$ cat src/design/gmi5_pkg.sv
// Package for the 5-D grid interpolator: shared types, constants, field widths.
// No dependencies.
`timescale 1ns / 1ps
`default_nettype none
package gmi5_pkg;
    localparam int AXES = 5;
    localparam int ADDR_W = 15;
    localparam int VAL_W = 16;
    localparam int CFG_W = 32;
    localparam int CFG_IDX_W = 3;
    localparam int DEF_POINTS = 8;
    localparam int FRAC_W = 17;
    localparam int CELL_W = 6;

    localparam logic [CFG_IDX_W-1:0] REG_AXIS0 = 3'd0;
    localparam logic [CFG_IDX_W-1:0] REG_AXIS1 = 3'd1;
    localparam logic [CFG_IDX_W-1:0] REG_AXIS2 = 3'd2;
    localparam logic [CFG_IDX_W-1:0] REG_AXIS3 = 3'd3;
    localparam logic [CFG_IDX_W-1:0] REG_AXIS4 = 3'd4;
    localparam logic [CFG_W-1:0] GRID_RESET = 32'h0000_0100;

    typedef enum logic [2:0] {
        ST_IDLE,
        ST_LOCATE,
        ST_READ,
        ST_BLEND,
        ST_DONE
    } state_t;

    typedef struct packed {
        logic write_entry;
        logic load_query;
        logic locate;
        logic read_corner;
        logic blend_step;
        logic emit;
    } dp_cmd_t;

    typedef struct packed {
        logic reads_done;
        logic blend_done;
    } dp_status_t;
endpackage
`default_nettype wire

$ cat src/design/gmi5_ctrl.sv
// Controller FSM for the 5-D grid interpolator.
// Depends on gmi5_pkg.
`timescale 1ns / 1ps
`default_nettype none
module gmi5_ctrl (
    input  wire logic              clk,
    input  wire logic              rst_n,
    input  wire logic              start,
    input  wire logic              kind,
    input  wire gmi5_pkg::dp_status_t status,
    output gmi5_pkg::dp_cmd_t      cmd,
    output logic                   busy
);
    import gmi5_pkg::*;

    state_t state_reg, state_next;

    always_ff @(posedge clk or negedge rst_n)
    begin
        if (!rst_n)
        begin
            state_reg <= ST_IDLE;
        end
        else
        begin
            state_reg <= state_next;
        end
    end

    always_comb
    begin
        state_next = state_reg;
        case (state_reg)
            ST_IDLE:
            begin
                if (start && kind)
                begin
                    state_next = ST_LOCATE;
                end
            end
            ST_LOCATE: state_next = ST_READ;
            ST_READ:
            begin
                if (status.reads_done)
                begin
                    state_next = ST_BLEND;
                end
            end
            ST_BLEND:
            begin
                if (status.blend_done)
                begin
                    state_next = ST_DONE;
                end
            end
            ST_DONE: state_next = ST_IDLE;
            default: state_next = ST_IDLE;
        endcase
    end

    always_comb
    begin
        cmd = '0;
        busy = 1'b1;
        case (state_reg)
            ST_IDLE:
            begin
                busy = 1'b0;
                cmd.write_entry = start && !kind;
                cmd.load_query = start && kind;
            end
            ST_LOCATE: cmd.locate = 1'b1;
            ST_READ: cmd.read_corner = 1'b1;
            ST_BLEND: cmd.blend_step = 1'b1;
            ST_DONE: cmd.emit = 1'b1;
            default: busy = 1'b0;
        endcase
    end
endmodule
`default_nettype wire

$ cat config.mk
export PLATFORM = sky130hd
export DESIGN_NAME = gmi5_ctrl
export DESIGN_NICKNAME = d
export VERILOG_FILES = /design/src/design/gmi5_pkg.sv /design/src/design/gmi5_ctrl.sv
export SDC_FILE = /design/constraint.sdc
export NUM_CORES = 1
export LEC_CHECK = 0
export ABC_AREA = 1
export CAP_MARGIN = 10
export CORE_AREA = 5 5 42 44
export CTS_CLUSTER_DIAMETER = 30
export DETAILED_ROUTE_END_ITERATION = 10
export DIE_AREA = 0 0 47 49
export DONT_BUFFER_PORTS = 1
export PLACE_DENSITY = 0.37
export SETUP_SLACK_MARGIN = 0.5
export SYNTH_ARGS = -nofsm -noshare
export SYNTH_HDL_FRONTEND = slang
export SYNTH_SLANG_ARGS = --single-unit
$ cat constraint.sdc
create_clock -name clk -period 3.3 [get_ports clk]
set_clock_uncertainty 0.15 [all_clocks]
set_input_delay 0.165 -clock clk [delete_from_list [all_inputs] [get_ports clk]]
set_output_delay 0.165 -clock clk [all_outputs]
set_load 0.01 [all_outputs]
==> metrics <==
result of the run complete, no violations; via count of the first global-routing pass 228; Netlist cell types 11; die height around 49 um; data required time of the worst path 2980 ps; synthesized net count 40; combined area of all synthesized cells 225 um^2; proportion of layout cells with a drive suffix above 1 17.9%; largest net degree at the start of global routing 7; CP Data Arrival Time 1310 ps; Placed Area 245 um^2; synthesis-stage register bit count 3; total power density per cell area slightly above 1000 mW/mm^2; maximum clock rate about 620 MHz; final routed wire length divided by cell count between 9 and 10 um; met3 usage 2.58%; Boundary Pins 13; TritonCTS clock tree yes; grt met2 use 7.01%; ratio of final minimum period to clock period between 40% and 50%; Detailed Route Iter0 Violations 2; final max-slew violation count 0; number of setup buffers added after CTS 0; sequential share of the synthesized area 33.3%; total number of nets in the final design 46; number of clock sinks 3; # Max-Cap Violations 0; Rows 14; number of gates resized after CTS 0; final number of hold-violating endpoints 0; standby leakage power 0.161 nW; number of levels in the clock H-tree 1; Worst VDD drop 0.249 mV; area added between synthesis and finish 25.0%; cell count after placement 50; antenna violations before repair 0; minimum period implied by the final worst setup slack around 1600 ps; post-layout total power 0.288 mW; register-to-register setup slack 2040 ps; Clock Latency Late Sink between 200 and 250 ps; cell with the biggest individual delay on the critical path sky130_fd_sc_hd__dfrtp_1; final weighted congestion in routability-driven placement 0.674; met1 Usage GRT 5.31%; number of vias in the routed layout 216; Crit path buffers/inverters 0; mean cell area of the mapped netlist around 6.6 um^2; starting density of the core ~16%; die area about 0.0023 mm^2; crit path kind register to output pin; family of cells with the greatest summed delay on the critical path simple AND/OR/NAND/NOR gates; aggregate global routing overflow 0; estimated wirelength of the detail-placed design 470 um; clock-pin slew of the registers on the worst-case setup and hold paths 30 ps; number of port buffers 0; layer carrying the most global-route usage met2; Post-Route Setup TNS 0 ps; average via count per standard cell slightly below 4; flip-flop count of the largest register after layout 3; DRC errors left 0; utilization after layout between 20% and 30%; Routed Antenna Nets 0; diode insertion count for antenna repair 0; type of destination of the critical path output pin; buffer cell driving the clock tree root sky130_fd_sc_hd__clkbuf_4; post-route design area 282 um^2; DIE WIDTH ~47 um; post-route insts no fill 55; Global Route Usage Sum 5.22%; path type of the worst min-delay path input pin to register; area of the placeable core around 0.0014 mm^2; CP cell instances nor2_2, nand2_1, nor3b_1; worst slew margin relative to its limit 75.2%; final setup fails 0; transition at the pin with the smallest max-transition slack roughly 370 ps; number of instances in the synthesized netlist 34; setup repair after global routing missed its margin no; detailed-routing iteration count for the pre-antenna-repair pass 4; yosys synthesis warning count 0; number of buffers created by CTS 3; first-pass GRT wire length 841 um; peak per-stage delay on the critical path 420 ps; Setup crit start kind register; buffer depth of the longest clock path 2; largest fanout of any net on the critical path 5; final WL 542 um
==> what timing repair did <==
action | in CTS | in global routing
endpoints found under the hold margin | 3 | 0
setup endpoints to repair | 0 | 0
hold buffers | 1 | 0
==> logic make-up (layout without fill, tap and decap cells) <==
group	count (synthesis)	after routing	share of synthesized area (%)
simple gates	23	23	53.3
buf+inv	8	13	13.3
flops	3	3	33.3
==> final timing paths <==
path | cells past startpoint | end | from
hold reg to reg | 2 | state_reg[1] | state_reg[1]
min in group asynchronous | 1 | state_reg[2] | rst_n
setup reg to reg | 4 | state_reg[1] | state_reg[2]
max in group asynchronous | 1 | state_reg[0] | rst_n
hold / removal | 3 | state_reg[0] | status[0]
setup / recovery | 3 | cmd[5] | state_reg[2]
==> synthesized netlist by cell type <==
cell type	instances	area share [%]
sky130_fd_sc_hd__nor2_1	3	5.0
sky130_fd_sc_hd__nand3_2	1	4.4
sky130_fd_sc_hd__dfrtp_1	3	33
sky130_fd_sc_hd__inv_1	8	13
sky130_fd_sc_hd__nand4_1	3	8.3
sky130_fd_sc_hd__nor3b_1	1	3.3
sky130_fd_sc_hd__nor2_4	1	5.0
sky130_fd_sc_hd__nand2_1	9	15
sky130_fd_sc_hd__nor2_2	1	2.8
sky130_fd_sc_hd__nand3_1	3	6.7
sky130_fd_sc_hd__nand2_2	1	2.8
==> tightest hold or removal path, stage by stage <==
cell and delay, ps:
sky130_fd_sc_hd__inv_1 30, sky130_fd_sc_hd__nand2_2 90, sky130_fd_sc_hd__nand2_1 70
==> layout make-up <==
type	instances	area [um^2]
tap	16	20.0
clock buffer	4	26.3
inverter	8	30.0
timing repair buffer	1	10.0
fill	177	1120
multi-input combinational	23	120
sequential	3	75.1
==> through the flow <==
stage	hold slack [ps]	setup WS, ps
3_3_place_gp	-280	1890
4_1_cts	18.9	1650
2_1_floorplan	-281	1990
5_1_grt	33.7	1580
6_report	19.5	1680
3_5_place_dp	-280	1900
==> cells in the final DEF, fill, tap and decap left out <==
cell type                       count
sky130_fd_sc_hd__nand2_1            9
sky130_fd_sc_hd__inv_1              8
sky130_fd_sc_hd__nand3_1            3
sky130_fd_sc_hd__nor2_1             3
sky130_fd_sc_hd__nand4_1            3
sky130_fd_sc_hd__clkbuf_4           3
sky130_fd_sc_hd__dfrtp_1            3
sky130_fd_sc_hd__nor2_4             1
sky130_fd_sc_hd__nor2_2             1
sky130_fd_sc_hd__nor3b_1            1
sky130_fd_sc_hd__nand2_2            1
sky130_fd_sc_hd__nand3_2            1
sky130_fd_sc_hd__clkbuf_1           1
sky130_fd_sc_hd__dlygate4sd3_1      1
==> per-layer routing <==
metal / vias up / wire length, um / share of wire (%)
li1: 114 / - / -
met1: 95 / 216 / 40
met2: 7 / 259 / 48
met3: 0 / 66 / 12
met4: 0 / 0 / 0
met5: - / 0 / 0
==> report_power, final <==
part | internal, mW | total [mW] | switching [mW] | leakage (nW)
combinational | 0.0463 | 0.149 | 0.103 | 0.108
clock | 0.0452 | 0.0624 | 0.0173 | 0.0150
sequential | 0.0535 | 0.0764 | 0.0229 | 0.0384
No activity file was read; power rests on OpenSTA's default activity.
